### config.mk
export PLATFORM = sky130hd
export DESIGN_NAME = button_long_press_classifier_unit
export DESIGN_NICKNAME = d
export VERILOG_FILES = /design/src/hdl/bplc_pkg.sv /design/src/hdl/button_long_press_classifier_unit.sv
export SDC_FILE = /design/constraint.sdc
export NUM_CORES = 1
export LEC_CHECK = 0
export BUFFER_PORTS_ARGS = -buffer_cell sky130_fd_sc_hd__buf_2
export CAP_MARGIN = 40
export CORE_UTILIZATION = 45
export DETAILED_ROUTE_END_ITERATION = 6
export PLACE_DENSITY = 0.75
export SLEW_MARGIN = 0
export SYNTH_ARGS = -nofsm -noshare
export SYNTH_HDL_FRONTEND = slang
export SYNTH_SLANG_ARGS = --single-unit
export TNS_END_PERCENT = 5
### constraint.sdc
create_clock -name clk -period 12 [get_ports clk]
set_input_delay 0.6 -clock clk [delete_from_list [all_inputs] [get_ports clk]]
set_output_delay 0.6 -clock clk [all_outputs]
set_load 0.02 [all_outputs]
### src/hdl/bplc_pkg.sv
package bplc_pkg;

	localparam int unsigned TICK_W = 32;
	localparam int unsigned CFG_IDX_W = 3;
	localparam int unsigned QUEUE_DEPTH = 2;
	localparam int unsigned COUNT_W = 2;

	typedef enum logic [CFG_IDX_W-1:0] {
		REG_SHORT_ACTION_ENABLED = 3'd0,
		REG_LONG_ACTION_ENABLED  = 3'd1,
		REG_SEND_RELEASE         = 3'd2,
		REG_PRESS_ON_RELEASE     = 3'd3,
		REG_LONG_PRESS_TICKS     = 3'd4
	} cfg_reg_t;

	localparam logic TGT_SHORT = 1'b0;
	localparam logic TGT_LONG = 1'b1;
	localparam logic EDGE_PRESS = 1'b0;
	localparam logic EDGE_RELEASE = 1'b1;

	typedef struct packed {
		logic target;
		logic edge_kind;
		logic last;
	} evt_t;

	localparam logic [TICK_W-1:0] LONG_PRESS_TICKS_RST = TICK_W'(250);

endpackage

### src/hdl/button_long_press_classifier_unit.sv
// Button press classifier. Each input word is one button sample (active, changed, level,
// tick stamp); each output word is one event (short or long target, press or release edge)
// with last_event marking the final event of its sample. A sample enters the input register,
// is classified from that register and its zero, one or two events drop into a two-word
// output queue whose head drives the event outputs. A new sample is taken every cycle while
// the queue has room; a sample that gives two events occupies the output for both in turn,
// so sustained rate is set by the output port: one event per cycle while out_stall is low.
// In long-press mode the press time is stamped and the hold is measured modulo 2^32 against
// long_press_ticks. Registers are written on the cfg port; indexes past the list are ignored.
module button_long_press_classifier_unit
	import bplc_pkg::*;
(
	input  logic                 clk,
	input  logic                 arst_n,
	input  logic                 cfg_valid,
	output logic                 cfg_ready,
	input  logic [CFG_IDX_W-1:0] cfg_index,
	input  logic [TICK_W-1:0]    cfg_data,
	input  logic                 in_valid,
	output logic                 in_stall,
	input  logic                 sample_active,
	input  logic                 sample_changed,
	input  logic                 button_level,
	input  logic [TICK_W-1:0]    now_ticks,
	output logic                 out_valid,
	input  logic                 out_stall,
	output logic                 event_target,
	output logic                 event_edge,
	output logic                 last_event
);

	logic              short_en_q;
	logic              long_en_q;
	logic              send_rel_q;
	logic              por_q;
	logic [TICK_W-1:0] long_ticks_q;

	logic              valid_s1;
	logic              active_s1;
	logic              changed_s1;
	logic              level_s1;
	logic [TICK_W-1:0] now_s1;

	logic [TICK_W-1:0] stamp_q;
	logic              timing_valid_q;
	logic              long_active_q;

	evt_t              slot_q [QUEUE_DEPTH];
	logic [COUNT_W-1:0] count_q;

	logic [TICK_W-1:0] stamp_d;
	logic              timing_valid_d;
	logic              long_active_d;
	logic [TICK_W-1:0] held;
	evt_t              ev0;
	evt_t              ev1;
	logic [COUNT_W-1:0] n_ev;

	logic              pop;
	logic              advance;
	logic              in_take;
	logic [COUNT_W-1:0] cnt_pop;
	logic [COUNT_W:0]  fill_sum;
	evt_t              slot_d [QUEUE_DEPTH];
	logic [COUNT_W-1:0] count_d;

	assign cfg_ready = 1'b1;

	always_ff @(posedge clk or negedge arst_n) begin
		if (!arst_n) begin
			short_en_q <= 1'b1;
			long_en_q <= 1'b0;
			send_rel_q <= 1'b1;
			por_q <= 1'b0;
			long_ticks_q <= LONG_PRESS_TICKS_RST;
		end else if (cfg_valid && cfg_ready) begin
			unique case (cfg_index)
				REG_SHORT_ACTION_ENABLED: short_en_q <= cfg_data[0];
				REG_LONG_ACTION_ENABLED:  long_en_q <= cfg_data[0];
				REG_SEND_RELEASE:         send_rel_q <= cfg_data[0];
				REG_PRESS_ON_RELEASE:     por_q <= cfg_data[0];
				REG_LONG_PRESS_TICKS:     long_ticks_q <= cfg_data;
				default: ;
			endcase
		end
	end

	// classify the registered sample against the state it would see
	always_comb begin
		stamp_d = stamp_q;
		timing_valid_d = timing_valid_q;
		long_active_d = long_active_q;
		ev0 = '0;
		ev1 = '0;
		n_ev = '0;
		held = '0;
		if (active_s1 && short_en_q) begin
			if (!long_en_q) begin
				if (changed_s1) begin
					if (level_s1 != por_q) begin
						ev0 = '{target: TGT_SHORT, edge_kind: EDGE_PRESS, last: 1'b0};
						n_ev = COUNT_W'(1);
					end else if (!level_s1 && send_rel_q) begin
						ev0 = '{target: TGT_SHORT, edge_kind: EDGE_RELEASE, last: 1'b0};
						n_ev = COUNT_W'(1);
					end
				end
			end else begin
				if (changed_s1 && level_s1) begin
					stamp_d = now_s1;
					timing_valid_d = 1'b1;
				end else if (changed_s1 && !level_s1) begin
					if (long_active_q) begin
						if (send_rel_q) begin
							ev0 = '{target: TGT_LONG, edge_kind: EDGE_RELEASE, last: 1'b0};
							n_ev = COUNT_W'(1);
						end
					end else begin
						ev0 = '{target: TGT_SHORT, edge_kind: EDGE_PRESS, last: 1'b0};
						n_ev = COUNT_W'(1);
						if (send_rel_q) begin
							ev1 = '{target: TGT_SHORT, edge_kind: EDGE_RELEASE, last: 1'b0};
							n_ev = COUNT_W'(2);
						end
					end
					timing_valid_d = 1'b0;
					long_active_d = 1'b0;
				end
				held = now_s1 - stamp_d;
				// a level-high sample never carries a release event, so slot 0 is free here
				if (level_s1 && timing_valid_d && !long_active_d && held >= long_ticks_q) begin
					long_active_d = 1'b1;
					ev0 = '{target: TGT_LONG, edge_kind: EDGE_PRESS, last: 1'b0};
					n_ev = COUNT_W'(1);
				end
			end
		end
		if (n_ev == COUNT_W'(1)) begin
			ev0.last = 1'b1;
		end
		if (n_ev == COUNT_W'(2)) begin
			ev1.last = 1'b1;
		end
	end

	// output queue: slot 0 is the head
	assign out_valid = (count_q != '0);
	assign pop = out_valid && !out_stall;
	assign cnt_pop = count_q - COUNT_W'(pop);
	assign fill_sum = {1'b0, cnt_pop} + {1'b0, n_ev};
	assign advance = valid_s1 && (fill_sum <= (COUNT_W+1)'(QUEUE_DEPTH));
	assign in_stall = valid_s1 && !advance;
	assign in_take = in_valid && !in_stall;

	always_comb begin
		slot_d = slot_q;
		if (pop) begin
			slot_d[0] = slot_q[1];
		end
		if (advance) begin
			unique case (cnt_pop)
				COUNT_W'(0): begin
					slot_d[0] = ev0;
					slot_d[1] = ev1;
				end
				COUNT_W'(1): slot_d[1] = ev0;
				default: ;
			endcase
		end
		count_d = cnt_pop + (advance ? n_ev : COUNT_W'(0));
	end

	always_ff @(posedge clk or negedge arst_n) begin
		if (!arst_n) begin
			valid_s1 <= 1'b0;
			stamp_q <= '0;
			timing_valid_q <= 1'b0;
			long_active_q <= 1'b0;
			count_q <= '0;
		end else begin
			valid_s1 <= in_take || (valid_s1 && !advance);
			count_q <= count_d;
			if (advance) begin
				stamp_q <= stamp_d;
				timing_valid_q <= timing_valid_d;
				long_active_q <= long_active_d;
			end
		end
	end

	always_ff @(posedge clk) begin
		if (in_take) begin
			active_s1 <= sample_active;
			changed_s1 <= sample_changed;
			level_s1 <= button_level;
			now_s1 <= now_ticks;
		end
		slot_q <= slot_d;
	end

	assign event_target = slot_q[0].target;
	assign event_edge = slot_q[0].edge_kind;
	assign last_event = slot_q[0].last;

	a_count_bound: assert property (@(posedge clk) disable iff (!arst_n)
		count_q <= COUNT_W'(QUEUE_DEPTH))
		else $error("output queue overfilled");

	a_long_needs_timing: assert property (@(posedge clk) disable iff (!arst_n)
		long_active_q |-> timing_valid_q)
		else $error("long press active without a stamped press");

	a_empty_takes_sample: assert property (@(posedge clk) disable iff (!arst_n)
		(count_q == '0 && valid_s1) |-> !in_stall)
		else $error("sample held back with an empty output queue");

	a_stall_means_pending: assert property (@(posedge clk) disable iff (!arst_n)
		in_stall |-> (valid_s1 && count_q != '0))
		else $error("input stalled with nothing pending");

	a_pair_ends_last: assert property (@(posedge clk) disable iff (!arst_n)
		(advance && n_ev == COUNT_W'(2) && count_d == COUNT_W'(2)) |=>
		(slot_q[1].last && !slot_q[0].last))
		else $error("two-event sample queued with wrong last marks");

endmodule
==> impl.org, run 1 <==
** Timing
- The count of final hold-check violations was 0.
- Unrepaired setup endpoints after global routing :: no
- Final setup violating endpoints :: 0
- Static timing analysis puts the maximum clock frequency at 123 MHz.
- Dividing the final minimum period by the clock period gives 67.9%.
- Worst-Margin Slew :: 0.848 ns
- Relative max-transition margin :: 43.4%
- Final count of pins violating max slew :: 0
- The clock arrives with 0.0109 ns of skew.
- After routing, the total negative slack on setup checks comes to 0 ns.
- Worst-case hold slack :: 0.216 ns
- Across all setup checks in the final design, the least slack found is 3.86 ns.
- The clock period could shrink to 8.14 ns.

** Route
- Using the TritonRoute via totals, the vias-per-cell ratio works out to 5.38.
- The count of nets left with antenna violations once routing finished came out at 0.
- Via count :: 5624
- Final wirelength :: 15800 um
- Top routing layer in use :: met4
- After detailed routing, the number of remaining DRC violations is 0.
- After detailed routing, the average wire length per cell comes to 15.1 um.
- The first routing iteration left 426 violations.
- Met2 wire len :: 6980 um
- Wire segments on met3 add up to 902 um in the final route.
- First-pass DRT Iterations :: 5
- Metal-1 WL :: 7640 um

** Clock tree
- Setup Fix Bufs, Post-CTS :: 0
- Number of buffers inserted during clock tree synthesis :: 17
- For this design, the CTS-stage hold fixing added 0 buffers.
- Clock tree synthesis found a total of 114 sinks.
- The H-tree was split into 4 levels.
- TritonCTS built the clock tree.
- Clock latency of the later-clocked register in the worst-skew pair :: 0.42 ns
- Bufs on Longest Clock Path :: 2
- The number of gates resized after CTS was 0.
- After clock tree synthesis, the clock-pin slew on the worst setup and hold paths is 0.05 ns.
- The tree is rooted in a sky130_fd_sc_hd__clkbuf_16.

** Critical path
- The setup path with the least slack is of type reg -> reg.
- STA puts the critical path data arrival time at 8.44 ns.
- Critical Path Slowest Stage Cell :: sky130_fd_sc_hd__and3_1
- The worst setup path is captured at a flop.
- Stage delay of the slowest cell on the critical path :: 0.75 ns
- Start point of the critical path :: level_s1$_DFFE_PP_
- STA classifies the critical path startpoint as a flop.
- STA puts the critical path data required time at 12.30 ns.
- Reg-to-Reg Start :: level_s1$_DFFE_PP_
- In this run the worst path has a maximum fanout of 32.
- The cell that appears most often on the critical path is sky130_fd_sc_hd__a211oi_1.

** Cells and area
- Fin nets :: 961
- From synthesis to final layout, the design area changed by 16.6%.
- Excluding fillers, the count of instances in the completed layout stands at 1046.
- Registers take 3040 sq um.
- Post-route core utilization :: 54.3%
- Of the cells placed in the final design, the portion with a size suffix greater than 1 is 18.3%.
- Finished layout cell area :: 8320 sq um
- The filler cells instantiated in the layout total 1375.
- 0 antenna diodes ended up in the layout.
- Area of the multi-input gates :: 3800 sq um

** Outcome
- The flow ran to the end, and the final reports show no timing, DRC or antenna violations.

** Floorplanning
- Die Ht :: 128 um
- Std-Cell Core Area :: 15300 sq um
- FP Rows :: 45
- Die outline area :: 16400 sq um
- Die Span X :: 128 um
- IO Count :: 81
- The initial utilization of the core area, before any placement, comes to 46.6%.

** Hold path
- The min-delay analysis places its worst path in the category in -> async.

** Power
- Per report_power, the clock group accounts for 19.1% of the total.
- Registers are responsible for 24.6% of the overall power.
- Net switching is 43.4% of the power.
- Summing internal, switching and leakage power gives 2.47 mW.
- Combinational cell fraction of total power :: 56.3%
- For this design the static power due to leakage is 3.74 nW.
- Pwr Density :: 297 nW/um^2
- Cell internal power was estimated by the tool at 1.40 mW.
- Worst vdd ir :: 142 uV
- Power dissipated by switching net loads :: 1.07 mW

** Synthesis
- Most common flop cell mapped by yosys :: sky130_fd_sc_hd__dfrtp_1
- Yosys warning total :: 0
- In this run the cell area of the synthesized design comes to 7140 sq um.
- Dominant combinational cell family by area after synthesis :: compound AO/OA/AOI/OAI gates
- Leading post-synthesis cells by cell area :: sky130_fd_sc_hd__dfrtp_1 23%, sky130_fd_sc_hd__edfxtp_1 16%, sky130_fd_sc_hd__ha_1 11%
- In this run, synthesis inferred 38 flip-flops with an integrated enable.
- The synthesized netlist devotes 11.6% of its cell area to adder and majority cells.
- Counting every net in the synthesized netlist gives 883.
- Synthesized area per cell :: 9.59 sq um
- Yosys instantiated no cell more often than sky130_fd_sc_hd__nand2_1.
- sky130_fd_sc_hd__dfrtp_1 takes more of the synthesized area than any other cell.
- Synthesis handed over a netlist of 744 instances.
- In this run, distinct cell masters in the synthesized netlist total 71.
- After synthesis, the share of cell area in mux cells is 5.68%.
- In this run the biggest area consumer among cell types represents 22.8% of the synthesized area.
- Post-synthesis register bit count :: 114
- Top cells by count, synth :: 88 x sky130_fd_sc_hd__nand2_1, 65 x sky130_fd_sc_hd__dfrtp_1, 63 x sky130_fd_sc_hd__a21oi_1, 63 x sky130_fd_sc_hd__ha_1, 59 x sky130_fd_sc_hd__o21ai_0
- After synthesis, flip-flops and latches occupy 42.6% of the total area.
- The synthesized netlist devotes 17.9% of its cell area to compound gates.
- Of the total synthesized cell area, the portion taken by XOR and XNOR cells is 4.42%.
- Fraction of synthesis flops using an asynchronous set or reset pin :: 64.0%
- After Yosys synthesis, and, or, nand and nor cells account for 13.4% of the synthesized area.

** GRT
- The number of global-route vias before repair was 5431.
- Pin count of the biggest net entering global routing :: 64
- The initial antenna violation count is 0.
- Global-route wire length before repair :: 26100 um
- Global route total overflow :: 0
- All-layer global routing usage :: 20.6%

** Run
- Maximum capacitance violations :: 0

** Placed design
- Including well taps, the total number of placed cells is 1014.
- Worst-case setup slack after placement :: 3.97 ns
- At the end of routability-driven placement, the weighted congestion stood at 0.938.
- Post-detail-place hpwl :: 11900 um
- The placed instances occupy a cell area of 7760 sq um.
- Count of input and output buffers :: 79
==> cells in the final DEF (no fill, tap or decap), types with 8 or more instances in the layout <==
cell                        count
sky130_fd_sc_hd__nand2_1       88
sky130_fd_sc_hd__buf_2         79
sky130_fd_sc_hd__dfrtp_1       65
sky130_fd_sc_hd__a21oi_1       63
sky130_fd_sc_hd__ha_1          63
sky130_fd_sc_hd__o21ai_0       59
sky130_fd_sc_hd__inv_1         51
sky130_fd_sc_hd__nor2_1        49
sky130_fd_sc_hd__edfxtp_1      38
sky130_fd_sc_hd__mux2i_1       27
sky130_fd_sc_hd__xnor2_1       20
sky130_fd_sc_hd__a21o_1        19
sky130_fd_sc_hd__clkbuf_16     17
sky130_fd_sc_hd__xor2_1        16
sky130_fd_sc_hd__nand3_1       13
sky130_fd_sc_hd__a211oi_1      12
sky130_fd_sc_hd__mux2_2        12
sky130_fd_sc_hd__nand2b_1      10
sky130_fd_sc_hd__nand4_1       10
sky130_fd_sc_hd__dfstp_2        8
==> layer usage <==
metal | GRT usage, % | vias to the layer above
met4 | 8.58 | 0
li1 | - | 2828
met5 | 0 | -
met2 | 32.0 | 200
met3 | 4.97 | 26
met1 | 27.5 | 2570
==> area by class of cell <==
cell class / instances / area share [%]
Inverter: 51 / 2.30
Clock buffer: 17 / 5.11
Sequential cell: 114 / 36.5
Timing Repair Buffer: 85 / 5.68
Clock inverter: 15 / 1.62
Tap cell: 211 / 3.17
Multi-Input combinational cell: 553 / 45.6
==> path summary, 6_finish.rpt <==
check	end	slack, ns	cells past startpoint
min in group clk	now_s1[11]$_DFFE_PP_	0.35	1
min	stamp_q[1]$_DFFE_PN0P_	0.22	2
max reg2reg	stamp_q[1]$_DFFE_PN0P_	3.86	28
max	stamp_q[1]$_DFFE_PN0P_	3.86	28
max in group asynchronous	send_rel_q$_DFFE_PN1P_	11.16	3
min reg2reg	long_ticks_q[1]$_DFFE_PN1P_	0.51	2
==> registers in the layout, summed over array words and instances (netlist names) <==
register,count
slot_q,3
stamp_q,32
send_rel_q,1
now_s1,32
short_en_q,1
changed_s1,1
por_q,1
long_ticks_q,32
last_event,1
valid_s1,1
event_target,1
event_edge,1
count_q,2
long_en_q,1
timing_valid_q,1
active_s1,1
long_active_q,1
level_s1,1
==> worst max-delay path, delay by kind of cell (launching register included) <==
family          cells  cell delay (ns)
compound gates     13             2.99
fa+ha+maj           4             1.43
simple gates        5             1.38
buf+inv             3             0.95
mux                 3             0.77
flops               1             0.47
==> power groups by stage <==
stage	Clock (mW)	Combinational, mW	Sequential, mW
floorplan	0	1.06	0.600
global placement	0	1.32	0.610
detailed placement	0	1.36	0.613
CTS	0.483	1.38	0.608
global route	0.499	1.57	0.621
finish	0.472	1.39	0.609
==> cell families (layout without fill, tap and decap cells) <==
| logic type | Yosys count | in the layout |
|---|---|---|
| simple gates | 207 | 207 |
| compound gates | 204 | 204 |
| flops | 114 | 114 |
| buf+inv | 77 | 168 |
| fa+ha+maj | 66 | 66 |
| mux | 39 | 39 |
| xor+xnor | 36 | 36 |
| other cells | 1 | 1 |
Note: power is estimated with default switching activity, not from simulation.
==> run 2, diff against run 1 <==
- ABC_AREA: unset -> 1
- clock period: 12 -> 7.65 ns (I/O delays scaled with it)
==> impl.org, run 2 <==
** Outcome
- The run finished with clean final reports.

** Critical path
- The endpoint identified for the worst register-to-register timing path is long_active_q$_DFFE_PN0P_.
- On the critical path, the stage with the largest delay is an instance of sky130_fd_sc_hd__edfxtp_1.
- The worst setup path is launched from a flop.
- Data arrives at the worst endpoint at 7.02 ns.
- STA puts the critical path data required time at 7.93 ns.
- Counting buffers and inverters, the worst setup path is 35 cells deep.
- For the worst flop-to-flop path, the logic depth is 35.
- Largest delay share family, worst path :: simple AND/OR/NAND/NOR gates
- Max Fanout on Critical Path :: 52
- The critical path contains buffers and inverters numbering 8 combined.
- In this run the worst setup path begins at changed_s1$_DFFE_PP_.
- By startpoint and endpoint, the worst setup path is classified as reg -> reg.
- Dominant cell type by count on the critical path :: sky130_fd_sc_hd__nand2_1
- In this design, the stage delay of the slowest critical-path cell is 0.47 ns.
- In this run the critical register-to-register path is launched from changed_s1$_DFFE_PP_.
- Endpoint of the most critical setup path :: long_active_q$_DFFE_PN0P_
- The worst setup path is captured at a flop.
- Across all register-to-register paths, the minimum setup slack is 0.91 ns.

** Timing
- The worst path uses 88.1% of the clock period.
- Layout Skew :: 0.00697 ns
- Static timing analysis puts the maximum clock frequency at 148 MHz.
- The max-slew violation total from the final report came to 0.
- The count of final hold-check violations came to 0.
- The worst pin sits at a relative slew slack of 60.4%.
- After routing, the total negative slack on setup checks comes to 0 ns.
- At the pin with the least slew margin, the transition time is 0.594 ns.
- Setup repair after global routing left no endpoint under its margin.
- Worst-case hold slack :: 0.131 ns
- Counting I/O delays and the setup requirement, the final critical path takes 6.74 ns.
- Setup slack of the critical path after layout :: 0.910 ns
- Setup violations remaining at the end of the flow were counted as 0.

** GRT
- Global route total overflow :: 0
- Initial antenna violation count :: 0
- The number of global-route vias before repair is 6073.
- The first global-routing pass estimated 29500 um of wire.
- All-layer global routing usage :: 21.8%
- Pin count of the biggest net entering global routing :: 65

** Power
- For this design the static power due to leakage is 4.50 nW.
- Power spread over the standard cell area amounts to 464 nW/um^2.
- Worst vdd ir :: 230 uV

** Placed design
- During placement, the flow inserted port buffers numbering 79.
- Post-detail-place hpwl :: 13600 um
- Routability-driven placement finished with a final weighted congestion of 0.954.
- Placed cell area :: 8210 sq um
- Worst-case setup slack after placement :: 1.08 ns

** Synthesis
- The synthesized design contains 38 enable-type register cells.
- Parity-gate share of the synthesized area counting xor and xnor cells :: 2.32%
- Sorting the synthesized cells by area gives the leading types as sky130_fd_sc_hd__dfrtp_1 22%, sky130_fd_sc_hd__edfxtp_1 15%, sky130_fd_sc_hd__ha_1 10%.
- Synthesis produced a netlist with a net count of 1070.
- Fraction of synthesis flops using an asynchronous set or reset pin :: 64.0%
- Sequential cells were found to cover 40.3% of the synthesized design area.
- Number of distinct library cells after synthesis :: 51
- Summing every instance area after synthesis gives 7540 sq um.
- Synthesized area per cell :: 8.10 sq um
- After technology mapping, the gate count stands at 931.
- Of the total synthesized cell area, the portion taken by full adders, half adders and majority gates is 10.7%.
- The synthesized netlist devotes 23.3% of its cell area to simple gates.
- Most frequent cell after synthesis :: sky130_fd_sc_hd__nand2_1
- After synthesis, the largest family of logic cells by area is simple AND/OR/NAND/NOR gates.
- Area fraction of the dominant cell type after synthesis :: 21.6%
- Multiplexer cells account for 2.79% of the synthesized area.
- In this run, synthesis produced a sequential element count of 114.
- Yosys warning total :: 0
- In the synthesized netlist the dominant register cell turns out to be sky130_fd_sc_hd__dfrtp_1.
- The commonest cells after synthesis are 191 x sky130_fd_sc_hd__nand2_1, 127 x sky130_fd_sc_hd__inv_1, 99 x sky130_fd_sc_hd__nor2_1.
- Compound-cell area share of the yosys netlist :: 12.8%
- Of all cell types, the one taking the most synthesized area is sky130_fd_sc_hd__dfrtp_1.

** Cells and area
- Antenna cell count :: 0
- Area of the multi-input gates :: 3930 sq um
- Share of post-route cells with drive strength above 1 :: 16.6%
- Area taken by flip-flops and latches :: 3040 sq um
- Finished layout cell area :: 8820 sq um
- Fin nets :: 1157
- Synth-to-Final Area Change :: 16.9%
- The library cells used most frequently in the layout, excluding fill and tap cells, are 191 x sky130_fd_sc_hd__nand2_1, 127 x sky130_fd_sc_hd__inv_1, 98 x sky130_fd_sc_hd__nor2_1.
- Number of fill cells in the layout :: 1494
- The largest registers in the layout are long_ticks_q (32), now_s1 (32), stamp_q (32).
- Leading cell type in the layout, fill and taps excluded :: sky130_fd_sc_hd__nand2_1

** Route
- For this run, design rule violations remaining after detail routing come to 0.
- Vias per cell :: 5.10
- Via count :: 6355
- Final wirelength :: 17800 um
- Antenna-violating nets left :: 0
- First-pass DRT Iterations :: 5
- In the final routed layout, each cell accounts on average for 14.3 um.
- Detailed router's first-iteration violation count :: 455

** Clock tree
- Post-CTS timing repair inserted 0 buffers for setup.
- Buffers inserted during clock tree synthesis total 17.
- Clock tree from TritonCTS :: done
- Clock latency of the later-clocked register in the worst-skew pair :: 0.42 ns
- The cell sitting at the root of the clock tree is a sky130_fd_sc_hd__clkbuf_16.
- Bufs on Longest Clock Path :: 2
- In this run the number of H-tree levels came out at 4.
- Clock Pin Slew Worst Setup and Hold Paths :: 0.06 ns
- TritonCTS Sinks :: 114

** Floorplanning
- Die outline area :: 17300 sq um
- Die Span X :: 131 um
- The floorplan has 46 rows.
- Die Ht :: 131 um
- Initial Utilization :: 46.8%
- Std-Cell Core Area :: 16100 sq um
- IO Count :: 81

** Run
- The tool flagged a number of max-cap violations equal to 0.

** Hold path
- The worst hold path begins at sample_active.
- The worst hold path belongs to the class in -> reg.
-- run 2: metrics by stage --
| stage | cells | power (mW) | util (%) |
|---|---|---|---|
| floorplan | 931 | 2.66 | - |
| global placement | 1212 | 3.20 | 50.6 |
| detailed placement | 1214 | 3.26 | 50.9 |
| CTS | 1247 | 4.10 | 54.7 |
| global route | 1247 | 4.48 | 54.7 |
| finish | 1247 | 4.09 | 54.7 |
-- run 2: worst min path at each step --
stage	to	slack (ns)	cells past startpoint
2_1_floorplan	count_q[0]$_DFF_PN0_	0.09	0
5_1_grt	active_s1$_DFFE_PP_	0.11	1
3_3_place_gp	stamp_q[31]$_DFFE_PN0P_	0.46	2
4_1_cts	active_s1$_DFFE_PP_	0.12	1
6_report	active_s1$_DFFE_PP_	0.13	1
3_5_place_dp	stamp_q[9]$_DFFE_PN0P_	0.43	2
-- run 2: kinds of logic after synthesis --
family                     count (synthesis)
and+or+nand+nor                          386
AOI/OAI and AO/OA                        176
buffers and inverters                    149
DFF                                      114
adders and majority gates                 64
muxes                                     21
xor gates and xnor gates                  20
other                                      1
-- run 2: layout make-up --
cell class / instances / share of cell area, %
timing repair buffer: 86 / 5.48
inverter: 131 / 5.65
tap: 216 / 3.06
clock buffer: 24 / 6.07
multi-input combinational: 668 / 44.5
sequential: 114 / 34.4
clock inverter: 8 / 0.780
-- run 2: where the power goes --
part | switching (mW) | leakage [nW] | internal, mW | total [mW]
combinational | 1.52 | 2.96 | 0.828 | 2.35
clock | 0.280 | 0.301 | 0.519 | 0.799
sequential | 0.103 | 1.24 | 0.846 | 0.948
total | 1.90 | 4.50 | 2.19 | 4.09
-- run 2: per-layer routing --
layer  share of wire [%]  GRT usage, %  vias to the layer above
met3                 5.7          4.63                       17
li1                    -             -                     3265
met4                 1.4          6.91                        0
met5                   0             0                        -
met1                  50          30.9                     2895
met2                  43          33.2                      178
-- run 2: repair_timing --
action,CTS,global route
gates resized for setup,0,0
endpoints found under the hold margin,29,0
endpoints found under the setup margin,0,0
hold buffers,1,0
==> run 3, diff against run 2 <==
- CTS_BUF_LIST: unset -> sky130_fd_sc_hd__clkbuf_2 sky130_fd_sc_hd__clkbuf_4 sky130_fd_sc_hd__clkbuf_8
==> impl.org, run 3 (synthesis gave the netlist of run 2 again) <==
** Outcome
- Status :: finished, final reports clean

** Placed design
- Worst-case setup slack after placement :: 1.08 ns
- Buffers placed on the I/O ports in this run total 79.
- Counting tap cells, the placed design contains a total of 1214 instances.
- Post-detail-place hpwl :: 13600 um
- Routability Congestion :: 0.954

** Floorplanning
- FP Rows :: 46
- Die outline area :: 17300 sq um
- In this run the count of I/O pins placed on the die edge is 81.
- Die Ht :: 131 um
- After floorplanning, the core was sized to cover 16100 sq um.
- The die is 131 um wide.
- Initial Utilization :: 46.8%

** Critical path
- The slowest stage of the critical path belongs to the cell sky130_fd_sc_hd__nor2_2.
- On the worst path, the slowest cell contributes a delay of 0.49 ns.
- WP data arrival :: 6.95 ns
- Endpoint required time on the critical path :: 7.95 ns
- Crit path capture type :: flop
- Max Fanout on Critical Path :: 52
- The worst setup path is of the reg -> reg kind.
- Among the stages of the critical path, the cell type that occurs most often is sky130_fd_sc_hd__nand2_1.
- CP Launch Type :: flop

** Cells and area
- The post-route netlist has 16.8% of its cells at a drive strength greater than 1.
- Once layout is complete, the cells apart from fillers number 1247.
- Compared with the post-synthesis result, the final layout area differs by 14.7%.
- In the layout the commonest cells are 191 x sky130_fd_sc_hd__nand2_1, 127 x sky130_fd_sc_hd__inv_1, 98 x sky130_fd_sc_hd__nor2_1.
- After the last flow step, the layout net total stands at 1157.
- Largest registers :: long_ticks_q (32), now_s1 (32), stamp_q (32)
- Antenna cell count :: 0
- Leaving out fill and tap cells, the most frequent cell in the layout is sky130_fd_sc_hd__nand2_1.

** Timing
- Setup slack of the critical path after layout :: 1.00 ns
- Between clock sinks in the finished design, the worst skew comes to 0.0140 ns.
- Setup violations remaining at the end of the flow were counted as 0.
- Summed negative setup slack over all endpoints :: 0 ns
- Subtracting the final worst setup slack from the clock period gives 6.65 ns.
- Relative max-transition margin :: 59.2%
- Fmax :: 150 MHz
- Endpoints failing hold :: 0
- Final count of pins violating max slew :: 0
- The final critical path takes up 86.9% of the cycle.
- Setup repair after global routing left no endpoint under its margin.
- Worst-Margin Slew :: 0.611 ns

** Power
- Summed over all cells, the static leakage comes to 4.42 nW.
- VDD sags by at most 200 uV.
- Overall power consumption after layout is estimated at 3.91 mW.
- For this design the ratio of total power to cell area is 451 nW/um^2.

** Clock tree
- The H-tree was split into 4 levels.
- TritonCTS Sinks :: 114
- After clock tree synthesis, the clock-pin slew on the worst setup and hold paths is 0.07 ns.
- Resized cells post-CTS :: 0
- Clock tree from TritonCTS :: done
- The longest clock path from root to sink contains 2 buffers.
- The later pin in the worst-skew pair is clocked with a latency of 0.45 ns.
- Number of buffers inserted during clock tree synthesis :: 17
- Clock tree synthesis selected as its root buffer the cell sky130_fd_sc_hd__clkbuf_8.

** Route
- The final layout contains routed wiring with a total length of 17400 um.
- After detailed routing, the number of vias per cell comes to 5.02.
- The final route contains 6266 vias.
- Antenna-violating nets left :: 0
- In the final routed layout, each cell accounts on average for 13.9 um.
- First-pass DRT Iterations :: 5
- In this run, the number of DRC markers left after iteration 0 of detailed routing was 421.
- After detailed routing, the number of remaining DRC violations is 0.

** GRT
- The initial antenna violation count came to 0.
- The total overflow left after global routing is 0.
- Global-route wire length before repair :: 28700 um
- Entering global routing, the biggest net connects 65 pins.
- The number of global-route vias before repair is 5896.
- Across every metal layer, demand over resource in global routing totals 21.2%.

** Hold path
- The worst hold path belongs to the class in -> reg.

** Run
- Maximum capacitance violations :: 0
## run 3: cell types whose count changed in the layout (fill, tap and decap cells not counted), sizes merged
cell,change
bufinv,+3
clkbuf,-3
## run 3: worst paths after layout
check | slack (ns) | start | cells after the start | to
max | 1.0 | changed_s1$_DFFE_PP_ | 35 | long_active_q$_DFFE_PN0P_
min | 0.11 | now_ticks[15] | 1 | now_s1[15]$_DFFE_PP_
max reg2reg | 1.0 | changed_s1$_DFFE_PP_ | 35 | long_active_q$_DFFE_PN0P_
min reg2reg | 0.48 | stamp_q[0]$_DFFE_PN0P_ | 2 | stamp_q[0]$_DFFE_PN0P_
max in group asynchronous | 6.53 | arst_n | 4 | send_rel_q$_DFFE_PN1P_
min in group asynchronous | 0.50 | arst_n | 3 | stamp_q[12]$_DFFE_PN0P_
## run 3: cell type report
cell class	instances	area, sq um
Tap cell	216	270
Timing Repair Buffer	86	483
Clock inverter	11	159
Clock buffer	21	277
Multi-Input combinational cell	668	3930
Inverter	131	498
Sequential cell	114	3040
Fill cell	1519	7460
## run 3: per-layer routing
metal	wire length, um	vias up	track usage (%)
met5	0	-	0
met4	293	0	7.49
met3	879	20	3.59
met2	7270	159	31.4
met1	8950	2824	30.9
li1	-	3263	-
## run 3: power breakdown
part           switching (mW)  internal, mW  total, mW
logic                    1.50         0.827       2.33
registers               0.101         0.844      0.945
clock network           0.254         0.376      0.631
## run 3: what timing repair did
item                                   CTS  global route
endpoints found under the hold margin   29             0
buffers inserted                         0             0
hold buffers                             1             0
## run 3: worst max-delay path: cells and delay by family, from the launching register on
family / cells / cell delay, ns
AO/OA/AOI/OAI: 7 / 1.22
XOR/XNOR: 1 / 0.19
adder cells (fa/ha/maj): 4 / 1.28
buffers and inverters: 8 / 1.13
flip-flops: 1 / 0.48
AND/OR/NAND/NOR: 15 / 2.20
## run 3: per-stage QoR
stage          hold slack [ns]  util [%]  area, sq um
3_5_place_dp             0.434      50.9         8210
5_1_grt                 0.0796      53.7         8650
2_1_floorplan           0.0869         -         7540
4_1_cts                 0.0759      53.7         8650
3_3_place_gp             0.456      50.6         8160
6_report                 0.107      53.7         8650
